## config.mk

```make
export PLATFORM = sky130hd
export DESIGN_NAME = depth_to_point_cloud_centroid
export DESIGN_NICKNAME = d
export VERILOG_FILES = /design/src/sv/dpc_pkg.sv /design/src/sv/dpc_datapath.sv /design/src/sv/dpc_ctrl.sv /design/src/sv/depth_to_point_cloud_centroid.sv
export SDC_FILE = /design/constraint.sdc
export NUM_CORES = 2
export LEC_CHECK = 0
export ABC_AREA = 1
export BUFFER_PORTS_ARGS = -buffer_cell sky130_fd_sc_hd__buf_2
export CORE_ASPECT_RATIO = 1.1
export CORE_MARGIN = 5
export CORE_UTILIZATION = 35
export CTS_CLUSTER_DIAMETER = 60
export DETAILED_ROUTE_END_ITERATION = 10
export MAX_ROUTING_LAYER = met4
export PLACE_DENSITY_LB_ADDON = 0.2
export SYNTH_ARGS = -nofsm -noshare
export SYNTH_HDL_FRONTEND = slang
export SYNTH_SLANG_ARGS = --single-unit
export TNS_END_PERCENT = 100
```

## constraint.sdc

```tcl
create_clock -name clk -period 37.9 [get_ports clk]
set_clock_uncertainty 0.15 [all_clocks]
set_input_delay 1.895 -clock clk [delete_from_list [all_inputs] [get_ports clk]]
set_output_delay 1.895 -clock clk [all_outputs]
set_load 0.005 [all_outputs]
```

## src/sv/dpc_pkg.sv

```systemverilog
`timescale 1ns / 1ps
// ----------------------------------------------------------------------------
// dpc_pkg: shared types and constants
// Frame geometry, register indexes, controller states and the command and
// status groups between controller and datapath.
// ----------------------------------------------------------------------------
package dpc_pkg;
  localparam int FRAME_WIDTH  = 640;
  localparam int FRAME_HEIGHT = 480;
  localparam int COL_W   = 10;
  localparam int ROW_W   = 9;
  localparam int CNT_W   = 19;
  localparam int SUMXY_W = 47;
  localparam int SUMZ_W  = 35;
  localparam int POS_W   = 28;
  localparam logic [CNT_W-1:0] COUNT_MAX = '1;
  localparam logic [COL_W-1:0] LAST_COL = COL_W'(FRAME_WIDTH - 1);
  localparam logic [ROW_W-1:0] LAST_ROW = ROW_W'(FRAME_HEIGHT - 1);

  localparam logic [1:0] REG_CENTER_COL = 2'd0;
  localparam logic [1:0] REG_CENTER_ROW = 2'd1;
  localparam logic [1:0] REG_INV_FOCAL  = 2'd2;

  typedef enum logic [2:0] {
    ST_IDLE, ST_MUL1, ST_MUL2, ST_POINT, ST_DIV_START, ST_DIV, ST_CENT
  } state_t;

  typedef struct packed {
    logic capture;   // latch input pixel
    logic mul1;      // first product stage
    logic mul2;      // second product stage and accumulate
    logic div_start; // start centroid division
    logic frame_clr; // clear sums and counters
    logic advance;   // advance pixel position
  } cmd_t;

  typedef struct packed {
    logic valid_px;
    logic end_frame;
    logic div_done;
  } stat_t;
endpackage

```

## src/sv/dpc_datapath.sv

```systemverilog
`timescale 1ns / 1ps
// ----------------------------------------------------------------------------
// dpc_datapath: projection, accumulation and centroid division
// Two-stage multiply per point, running sums, and a restoring divider that
// produces all three centroid quotients one bit a cycle.
// ----------------------------------------------------------------------------
module dpc_datapath import dpc_pkg::*; (
  input  logic clk,
  input  logic rst,
  input  cmd_t cmd,
  output stat_t stat,
  input  logic [9:0]  center_col,
  input  logic [9:0]  center_row,
  input  logic [15:0] inv_focal,
  input  logic [15:0] depth,
  input  logic [7:0]  blue,
  input  logic [7:0]  green,
  input  logic [7:0]  red,
  output logic signed [POS_W-1:0] pt_x,
  output logic signed [POS_W-1:0] pt_y,
  output logic [15:0] pt_z,
  output logic [7:0]  pt_r,
  output logic [7:0]  pt_g,
  output logic [7:0]  pt_b,
  output logic signed [POS_W-1:0] c_x,
  output logic signed [POS_W-1:0] c_y,
  output logic [15:0] c_z,
  output logic        c_valid
);
  localparam int DIV_W = SUMXY_W;
  localparam int DCNT_W = $clog2(DIV_W + 1);

  logic [COL_W-1:0] column_index;
  logic [ROW_W-1:0] row_index;
  logic [CNT_W-1:0] point_count;
  logic signed [SUMXY_W-1:0] sum_x, sum_y;
  logic [SUMZ_W-1:0] sum_z;

  logic [10:0] dx_mag, dy_mag;
  logic        dx_neg, dy_neg;
  logic [26:0] px_mag, py_mag;   // |d| * z
  logic [42:0] qx_mag, qy_mag;   // times inv_focal, Q.16

  // Offsets from the principal point
  logic signed [11:0] dx, dy;
  always_comb begin
    dx = $signed({2'b00, center_col}) - $signed({2'b00, column_index});
    dy = $signed({2'b00, center_row}) - $signed({3'b000, row_index});
  end

  // Capture pixel and offset magnitudes
  always_ff @(posedge clk) begin
    if (cmd.capture) begin
      pt_z <= depth;
      pt_r <= red;
      pt_g <= green;
      pt_b <= blue;
      dx_neg <= dx[11];
      dy_neg <= dy[11];
      dx_mag <= dx[11] ? 11'(-dx) : dx[10:0];
      dy_mag <= dy[11] ? 11'(-dy) : dy[10:0];
    end
    if (cmd.mul1) begin
      px_mag <= {16'd0, dx_mag} * {11'd0, pt_z};
      py_mag <= {16'd0, dy_mag} * {11'd0, pt_z};
    end
    if (cmd.mul2) begin
      qx_mag <= {16'd0, px_mag} * {27'd0, inv_focal};
      qy_mag <= {16'd0, py_mag} * {27'd0, inv_focal};
    end
  end

  logic [POS_W-1:0] vx, vy;
  always_comb begin
    vx = {1'b0, qx_mag[42:16]};
    vy = {1'b0, qy_mag[42:16]};
    pt_x = dx_neg ? -$signed(vx) : $signed(vx);
    pt_y = dy_neg ? -$signed(vy) : $signed(vy);
  end

  logic acc_pend;
  always_ff @(posedge clk) begin
    if (rst) acc_pend <= 1'b0;
    else acc_pend <= cmd.mul2 && stat.valid_px;
  end

  // Position counters and sums
  always_ff @(posedge clk) begin
    if (rst || cmd.frame_clr) begin
      column_index <= '0;
      row_index <= '0;
      point_count <= '0;
      sum_x <= '0;
      sum_y <= '0;
      sum_z <= '0;
    end else begin
      if (cmd.advance) begin
        if (column_index >= LAST_COL) begin
          column_index <= '0;
          row_index <= row_index + 1'b1;
        end else begin
          column_index <= column_index + 1'b1;
        end
      end
      if (cmd.mul2 && stat.valid_px) begin
        if (point_count != COUNT_MAX) point_count <= point_count + 1'b1;
      end
      // Accumulate the point finished in the previous cycle
      if (acc_pend) begin
        sum_x <= sum_x + SUMXY_W'(pt_x);
        sum_y <= sum_y + SUMXY_W'(pt_y);
        sum_z <= sum_z + SUMZ_W'(pt_z);
      end
    end
  end

  // Restoring divider: magnitudes of three dividends over the count
  logic [DIV_W-1:0] nx, ny, nz;
  logic [CNT_W:0]   rx, ry, rz;
  logic [CNT_W-1:0] dv;
  logic             sx, sy, busy;
  logic [DCNT_W-1:0] dcnt;
  logic [CNT_W:0] tx, ty, tz;

  always_comb begin
    tx = {rx[CNT_W-1:0], nx[DIV_W-1]};
    ty = {ry[CNT_W-1:0], ny[DIV_W-1]};
    tz = {rz[CNT_W-1:0], nz[DIV_W-1]};
  end

  always_ff @(posedge clk) begin
    if (rst) begin
      busy <= 1'b0;
    end else if (cmd.div_start) begin
      busy <= 1'b1;
      dcnt <= DCNT_W'(DIV_W);
      dv <= point_count;
      c_valid <= (point_count != '0);
      sx <= sum_x[SUMXY_W-1];
      sy <= sum_y[SUMXY_W-1];
      nx <= sum_x[SUMXY_W-1] ? DIV_W'(-sum_x) : DIV_W'(sum_x);
      ny <= sum_y[SUMXY_W-1] ? DIV_W'(-sum_y) : DIV_W'(sum_y);
      nz <= DIV_W'(sum_z);
      rx <= '0;
      ry <= '0;
      rz <= '0;
    end else if (busy) begin
      // One quotient bit per cycle, shifted into the dividend registers
      if (tx >= {1'b0, dv}) begin
        rx <= tx - {1'b0, dv}; nx <= {nx[DIV_W-2:0], 1'b1};
      end else begin
        rx <= tx; nx <= {nx[DIV_W-2:0], 1'b0};
      end
      if (ty >= {1'b0, dv}) begin
        ry <= ty - {1'b0, dv}; ny <= {ny[DIV_W-2:0], 1'b1};
      end else begin
        ry <= ty; ny <= {ny[DIV_W-2:0], 1'b0};
      end
      if (tz >= {1'b0, dv}) begin
        rz <= tz - {1'b0, dv}; nz <= {nz[DIV_W-2:0], 1'b1};
      end else begin
        rz <= tz; nz <= {nz[DIV_W-2:0], 1'b0};
      end
      dcnt <= dcnt - 1'b1;
      if (dcnt == DCNT_W'(1)) busy <= 1'b0;
    end
  end

  // Status to the controller
  always_comb begin
    stat.valid_px = (pt_z != 16'd0);
    stat.end_frame = (column_index >= LAST_COL) && (row_index >= LAST_ROW);
    stat.div_done = !busy;
  end

  // Centroid values; an empty frame divides by zero, so force zero there
  always_comb begin
    c_x = !c_valid ? '0 : (sx ? -$signed(nx[POS_W-1:0]) : $signed(nx[POS_W-1:0]));
    c_y = !c_valid ? '0 : (sy ? -$signed(ny[POS_W-1:0]) : $signed(ny[POS_W-1:0]));
    c_z = c_valid ? nz[15:0] : 16'd0;
  end
endmodule

```

## src/sv/dpc_ctrl.sv

```systemverilog
`timescale 1ns / 1ps
// ----------------------------------------------------------------------------
// dpc_ctrl: sequencing of one pixel
// Capture, two multiply steps, point output for a nonzero depth, then the
// centroid division and output at the end of a frame.
// ----------------------------------------------------------------------------
module dpc_ctrl import dpc_pkg::*; (
  input  logic  clk,
  input  logic  rst,
  input  logic  in_valid,
  output logic  in_ready,
  output logic  out_valid,
  input  logic  out_ready,
  output logic  out_sel_cent,
  output logic  out_last,
  output cmd_t  cmd,
  input  stat_t stat
);
  state_t state, state_next;
  logic   ef, ef_next;

  always_ff @(posedge clk) begin
    if (rst) begin
      state <= ST_IDLE;
      ef <= 1'b0;
    end else begin
      state <= state_next;
      ef <= ef_next;
    end
  end

  // Next state
  always_comb begin
    state_next = state;
    ef_next = ef;
    case (state)
      ST_IDLE: if (in_valid) begin
        state_next = ST_MUL1;
        ef_next = stat.end_frame;
      end
      ST_MUL1: state_next = ST_MUL2;
      ST_MUL2: if (stat.valid_px) state_next = ST_POINT;
               else if (ef) state_next = ST_DIV_START;
               else state_next = ST_IDLE;
      ST_POINT: if (out_ready) state_next = ef ? ST_DIV_START : ST_IDLE;
      ST_DIV_START: state_next = ST_DIV;
      ST_DIV: if (stat.div_done) state_next = ST_CENT;
      ST_CENT: if (out_ready) state_next = ST_IDLE;
      default: state_next = ST_IDLE;
    endcase
  end

  // Outputs
  always_comb begin
    cmd = '0;
    in_ready = 1'b0;
    out_valid = 1'b0;
    out_sel_cent = 1'b0;
    out_last = 1'b0;
    case (state)
      ST_IDLE: begin
        in_ready = 1'b1;
        cmd.capture = in_valid;
        cmd.advance = in_valid && !stat.end_frame;
      end
      ST_MUL1: cmd.mul1 = 1'b1;
      ST_MUL2: cmd.mul2 = 1'b1;
      ST_POINT: begin
        out_valid = 1'b1;
        out_last = !ef;
      end
      // Sums are settled here, including the last point of the frame
      ST_DIV_START: cmd.div_start = 1'b1;
      ST_DIV: ;
      ST_CENT: begin
        out_valid = 1'b1;
        out_sel_cent = 1'b1;
        out_last = 1'b1;
        cmd.frame_clr = out_ready;
      end
      default: ;
    endcase
  end
endmodule

```

## src/sv/depth_to_point_cloud_centroid.sv

```systemverilog
`timescale 1ns / 1ps
// ----------------------------------------------------------------------------
// depth_to_point_cloud_centroid: pinhole backprojection with frame centroid
// Raster pixels in, 3D points out, and a centroid after each frame.
// ----------------------------------------------------------------------------
//   channel | handshake          | payload
//   pixel   | in_valid/in_ready  | depth, blue, green, red
//   result  | out_valid/out_ready| is_centroid .. last
//   config  | cfg_we             | cfg_index, cfg_data
// A pixel passes through capture, two multiply steps and, for a nonzero depth,
// a point output that may stall; the next pixel waits until it is done. The
// last pixel of a frame then starts the bit-serial divider for the centroid.
// Reset is synchronous; the block takes no pixel while a result waits.
module depth_to_point_cloud_centroid import dpc_pkg::*; (
  input  logic clk,
  input  logic rst,
  input  logic in_valid,
  output logic in_ready,
  input  logic [15:0] depth,
  input  logic [7:0]  blue,
  input  logic [7:0]  green,
  input  logic [7:0]  red,
  output logic out_valid,
  input  logic out_ready,
  output logic is_centroid,
  output logic signed [POS_W-1:0] pos_x,
  output logic signed [POS_W-1:0] pos_y,
  output logic [15:0] pos_z,
  output logic [7:0]  red_out,
  output logic [7:0]  green_out,
  output logic [7:0]  blue_out,
  output logic centroid_valid,
  output logic last,
  input  logic cfg_we,
  input  logic [1:0]  cfg_index,
  input  logic [15:0] cfg_data
);
  logic [9:0]  center_col, center_row;
  logic [15:0] inv_focal;
  cmd_t  cmd;
  stat_t stat;
  logic  sel_cent;
  logic signed [POS_W-1:0] pt_x, pt_y, c_x, c_y;
  logic [15:0] pt_z, c_z;
  logic [7:0]  pt_r, pt_g, pt_b;
  logic        c_valid;

  // Configuration registers
  always_ff @(posedge clk) begin
    if (rst) begin
      center_col <= 10'd320;
      center_row <= 10'd240;
      inv_focal <= 16'd29136;
    end else if (cfg_we) begin
      case (cfg_index)
        REG_CENTER_COL: center_col <= cfg_data[9:0];
        REG_CENTER_ROW: center_row <= cfg_data[9:0];
        REG_INV_FOCAL:  inv_focal <= cfg_data;
        default: ;
      endcase
    end
  end

  dpc_ctrl u_ctrl (
    .clk, .rst, .in_valid, .in_ready, .out_valid, .out_ready,
    .out_sel_cent(sel_cent), .out_last(last), .cmd, .stat
  );

  dpc_datapath u_dp (
    .clk, .rst, .cmd, .stat, .center_col, .center_row, .inv_focal,
    .depth, .blue, .green, .red, .pt_x, .pt_y, .pt_z, .pt_r, .pt_g, .pt_b,
    .c_x, .c_y, .c_z, .c_valid
  );

  // Select point or centroid payload
  always_comb begin
    is_centroid = sel_cent;
    pos_x = sel_cent ? c_x : pt_x;
    pos_y = sel_cent ? c_y : pt_y;
    pos_z = sel_cent ? c_z : pt_z;
    red_out = sel_cent ? 8'd0 : pt_r;
    green_out = sel_cent ? 8'd0 : pt_g;
    blue_out = sel_cent ? 8'd0 : pt_b;
    centroid_valid = sel_cent && c_valid;
  end
endmodule

```

## Yosys cells after proc, flatten, opt, wreduce, memory -nomap -nowiden

Cells that the tools add are included.

- Register bits: 639
- Input port bits: 63
- Output and inout bits: 101
- Logic and storage cells: 157

- Add/subtract/negate cells: 20
- Multiply operators: 4
- $lt $le $gt $ge: 5
- Equality and inequality tests: 14
- Mux-type cells: 54
- Bitwise logic cells: 1
- Reduce and logical (&&, ||, !) cells: 22

Operators by type and width:

| operator | count |
|---|---|
| $mux 47 | 7 |
| $mux 28 | 8 |
| $mux 19 | 6 |
| $add 47x28->47 | 2 |
| $neg 47->47 | 2 |
| $mul 27x16->43 | 2 |
| $ge 20x19->1 | 3 |
| $sub 19x19->19 | 3 |
| $neg 27->28 | 2 |
| $neg 28->28 | 2 |
| $mul 11x16->27 | 2 |
| $add 35x16->35 | 1 |
| $mux 35 | 1 |
| $mux 16 | 2 |
| $mux 8 | 3 |
| $mux 11 | 2 |
| $neg 11->11 | 2 |
| $pmux 3 s7 | 1 |
| $add 19x1->19 const B | 1 |
| $ne 19x19->1 const B | 1 |
| $reduce_bool 19->1 | 1 |
| $mux 3 | 6 |
| $reduce_and 2->1 | 8 |
| $reduce_bool 16->1 | 1 |
| other kinds (27) | 51 |

## Longest topological paths before layout

- Word-level depth: 6
- Mapped depth: 29

## Cells and area by module

From an unflattened synthesis, not the netlist that was laid out.

- Cells, all modules: 11740
- Area total of the unflattened synthesis: 83865.4 sq um

By module, submodules not included:

| module | instances | cells each | area an instance (sq um) | seq. area each (sq um) |
|---|---|---|---|---|
| dpc_datapath | 1 | 11339 | 80942.6 | 15334.7 |
| depth_to_point_cloud_centroid | 1 | 343 | 2586.2 | 720.7 |
| dpc_ctrl | 1 | 58 | 336.6 | 80.1 |

## Least setup slack after synthesis

Ideal clock, no wire load.

- Kind: in2reg
- From: input rst
- To: register u_dp.dcnt[0] (enable)
- Arrival: 16115 ps
- Slack: 20584 ps
- Stages: 1
- Path buffers: 0
- Cell sequence: o21ai_0

- Cells in the longest elaborated chain, start to end: 2

Ends and longest elaborated chain:

| what | RTL line | source |
|---|---|---|
| start, declared | depth_to_point_cloud_centroid.sv:16 | `input logic rst,` |
| $not 1->1 (no source line) | n/a |  |
| $reduce_and 2->1 (no source line) | n/a |  |
| end signal, assigned | dpc_datapath.sv:136 | `dcnt <= DCNT_W'(DIV_W);` |
| end signal, assigned | dpc_datapath.sv:164 | `dcnt <= dcnt - 1'b1;` |
| end, declared | dpc_datapath.sv:122 | `logic [DCNT_W-1:0] dcnt;` |

Every way passes these cells.
A chain may end at the register's enable or synchronous reset.

## Worst setup path in the final report

- From: register inv_focal[10]
- To: register u_dp.qy_mag[23], data pin

- Cells in the longest elaborated chain, start to end: 1

Ends and longest elaborated chain:

| what | RTL line | source |
|---|---|---|
| start, declared | depth_to_point_cloud_centroid.sv:39 | `logic [15:0] inv_focal;` |
| start signal, assigned | depth_to_point_cloud_centroid.sv:58 | `REG_INV_FOCAL: inv_focal <= cfg_data;` |
| $mul 27x16->43 | dpc_datapath.sv:69 | `qy_mag <= {16'd0, py_mag} * {27'd0, inv_focal};` |
| end signal, assigned | dpc_datapath.sv:69 |  |
| end, declared | dpc_datapath.sv:42 | `logic [42:0] qx_mag, qy_mag;` |

Every way passes these cells.

==> summary.txt <==
Detailed routing
  • DRC: 0
  • 1st-iter DRT viols: 5314
  • DR WL/cell: 18.6 microns
  • Final ANT Viol Nets: 0
  • Via count of the routed design: 73700
  • Final Routed Wirelength: 278 mm
  • TritonRoute pass-1 iters: 6
  • Vias/cell: 4.92

Worst setup path
  • Arr. time, crit path: approximately 7 ns
  • R2r setup slk: 31.09 ns
  • Worst Path Max Fanout: 28
  • FF-to-FF path depth: 19
  • CP required: 38.25 ns
  • Critical R2R Launch: inv_focal[10]
  • CP endpoint kind: register
  • Startpoint types: register
  • Crit Path Class: register to register
  • R2R Path End: u_dp.qy_mag[23]

STA
  • Total negative slack: 0 ns
  • Part of the cycle the worst path needs: 18.0%
  • Max Freq: 147 MHz
  • Endpoints failing hold: 0
  • Hold WS: 0.314 ns
  • Headroom to the max-slew limit: about 14%
  • Worst-margin pin slew: 1.28 ns
  • Final min period: 6.81 ns
  • RSZ-0062 raised after global routing: false
  • Slew Viols, Final: 0
  • Final Setup Violations: 0

CTS
  • Clock tree sinks: roughly 600
  • Hold-fix buffers, CTS: 0
  • Setup Fix Bufs, Post-CTS: 0
  • Clk slew on worst S/H paths: 0.06 ns
  • H-tree levels: 3
  • Inserted Clock Buffers: 95
  • TritonCTS clock tree: built
  • CTS Root Cell: clkbuf_16
  • Post-CTS sizing: 0
  • Worst-Skew Late Latency: between 0.7 and 0.8 ns
  • CTS max path bufs: 3

Final layout
  • Nets@finish: 13300
  • Final cell count without fillers: between 10000 and 15000
  • Area growth, synth to finish: 8.47%
  • Layout cell share with drive strength beyond 1: 4.36%
  • Utilization after layout: 38.1%

Global route
  • Initial antenna violation count: 15
  • Grt ovf: 0
  • First-pass GRT wire length: 432 mm
  • Gr usage total: 22.7%
  • Largest net degree at the start of global routing: 93
  • Vias in the first global route: 75300

Min path
  • Hold Path Depth: 2
  • Hold wc startpoint: center_row[0]
  • WHS Endpoint: center_row[0]
  • Hold Crit Class: register to register

Yosys
  • Yosys warning count: 0
  • Prevailing post-synth register cell: edfxtp_1
  • Number of synthesized flops with an enable pin: slightly below 400
  • Fraction of registers with async set/reset: 0%
  • Yosys cell types: 62
  • Syn_nets: between 10000 and 15000
  • Mapped Area: 0.0837 sq mm
  • Post-synthesis sequential element count: 607
  • Synthesized area per cell: 7.09 sq um
  • Cells after Synth: 11800
  • Sequential fraction of the synthesis area: 19.3%

Floorplanning
  • Die X: 476 microns
  • Number of I/O pins: roughly 160
  • Initial core utilization: 35.1%
  • Die height: around 520 microns
  • Die ar.: between 0.2 and 0.25 sq mm
  • # rows: around 190
  • Core area: 0.238 sq mm

Run
  • Max Cap Violations: 0

Placed design
  • Dpl cells: 14800
  • IO Port Bufs: about 160
  • RePlAce Congestion: 0.977
  • DP HPWL: 222 mm

Status
  • Status: complete, no violations
## worst max-delay path: stages, from the launching register on
cell and delay [ns]:
dfxtp_2 0.84, buf_4 0.52, nand2_1 0.15, fa_1 0.58, inv_1 0.06, fa_1 0.55, fa_1 0.43, fa_1 0.47
fa_1 0.51, inv_1 0.05, fa_1 0.51, inv_1 0.05, ha_1 0.44, nand2_1 0.14, o21ai_0 0.29, a21o_1 0.24
a21o_1 0.13, inv_1 0.04, nand2_1 0.06, xor2_1 0.34
## flip-flops by register name, summed over array words and instances, names as in the netlist, 11 cells and up
name,count
u_dp.ry,19
u_dp.sum_z,35
inv_focal,16
u_dp.rz,19
u_dp.qy_mag,27
u_dp.dy_mag,11
u_dp.ny,47
u_dp.sum_x,47
u_dp.nz,47
u_dp.pt_z,16
u_dp.nx,47
u_dp.py_mag,27
u_dp.qx_mag,27
u_dp.dv,19
u_dp.rx,19
u_dp.dx_mag,11
u_dp.sum_y,47
u_dp.px_mag,27
u_dp.point_count,19
## cell usage after synthesis, types with 4 or more instances
library cell     n  share of area, %
edfxtp_1       398                14
o211ai_1        12              0.11
o21ai_2          7             0.073
a211oi_1         4             0.036
nor3_2          10              0.12
o21ai_1         77              0.46
xnor2_1         76              0.80
inv_1         2646                12
and2_1           8             0.060
nor3_1         112              0.67
nor2_2          17              0.13
a31oi_1         24              0.18
a21oi_1        490               2.9
buf_1           61              0.27
a21boi_0        12              0.11
o21a_1          15              0.13
nand3b_1        23              0.21
fa_1           952                23
buf_6            5             0.067
nor2_1         879               3.9
ha_1           552               8.2
o21ai_0        397               2.4
dfxtp_1        209               5.0
and3_1           4             0.030
buf_4           13              0.12
buf_2           44              0.26
nor4_1          31              0.23
o21bai_1        37              0.33
nand2_2         15              0.11
nand2_1       3419                15
or2_2           11             0.082
inv_2           20             0.090
nand3_2          5             0.060
nand3_1        458               2.7
a21o_1          28              0.25
clkbuf_1       302               1.4
o31ai_1         13              0.12
o22ai_1         13             0.097
nand4_1        124              0.93
xor2_1         264               2.8
## per-layer routing
| layer | global-route usage, % | vias to the layer above | wire length (microns) |
|---|---|---|---|
| met4 | 8.17 | 0 | 11000 |
| met1 | 27.9 | 35600 | 119000 |
| met3 | 2.63 | 473 | 14100 |
| met5 | - | - | 0 |
| li1 | - | 35600 | - |
| met2 | 38.5 | 1971 | 134000 |
## final cells by class
class	count	area (sq um)
flip-flops and latches	607	16200
diodes	28	70.1
clock inverters	67	868
multi-input cells	8115	55900
repair buffers	229	1310
fillers	25400	147000
well taps	3135	3920
inverters	2669	10000
clock buffers	113	2580
## cells by family (layout without fill, tap and decap cells)
group	count (synthesis)	after routing	share of synthesized area [%]
simple gates	5127	5127	24.7
buf+inv	3094	3078	14.0
fa+ha+maj	1504	1504	31.0
compound gates	1143	1143	7.37
flops	607	607	19.3
xor+xnor	340	340	3.56
other cells	1	29	0.00448
## through the flow
stage,setup WS [ns],cell area [sq um]
floorplan,20.58,83700
detailed placement,31.12,87300
finish,31.09,90800
global placement,31.04,87300
global route,30.69,90800
CTS,31.09,90700
## worst max-delay path by stage
stage                   from              end  slack, ns  depth (start not counted)
2_1_floorplan            rst     u_dp.dcnt[0]      20.58                          1
3_3_place_gp    inv_focal[4]  u_dp.qy_mag[42]      31.04                         22
3_5_place_dp    inv_focal[4]  u_dp.qy_mag[42]      31.12                         22
4_1_cts         inv_focal[4]  u_dp.qy_mag[42]      31.09                         22
5_1_grt         inv_focal[4]  u_dp.qy_mag[42]      30.69                         22
6_report       inv_focal[10]  u_dp.qy_mag[23]      31.09                         19
## cells in the final DEF (no fill, tap or decap), drive strengths merged, types with 32 or more instances in the layout
| cell | netlist | routed |
|---|---|---|
| a21oi | 492 | 492 |
| buf | 123 | 229 |
| clkbuf | 302 | 113 |
| clkinv | 3 | 33 |
| dfxtp | 209 | 209 |
| edfxtp | 398 | 398 |
| fa | 952 | 952 |
| ha | 552 | 552 |
| inv | 2666 | 2688 |
| nand2 | 3434 | 3434 |
| nand3 | 463 | 463 |
| nand4 | 125 | 125 |
| nor2 | 898 | 898 |
| nor3 | 122 | 122 |
| nor4 | 32 | 32 |
| o21ai | 481 | 481 |
| o21bai | 37 | 37 |
| xnor2 | 76 | 76 |
| xor2 | 264 | 264 |
Power is not shown: default switching activity piles up to over one toggle a cycle in this logic, so the estimate is an artifact.
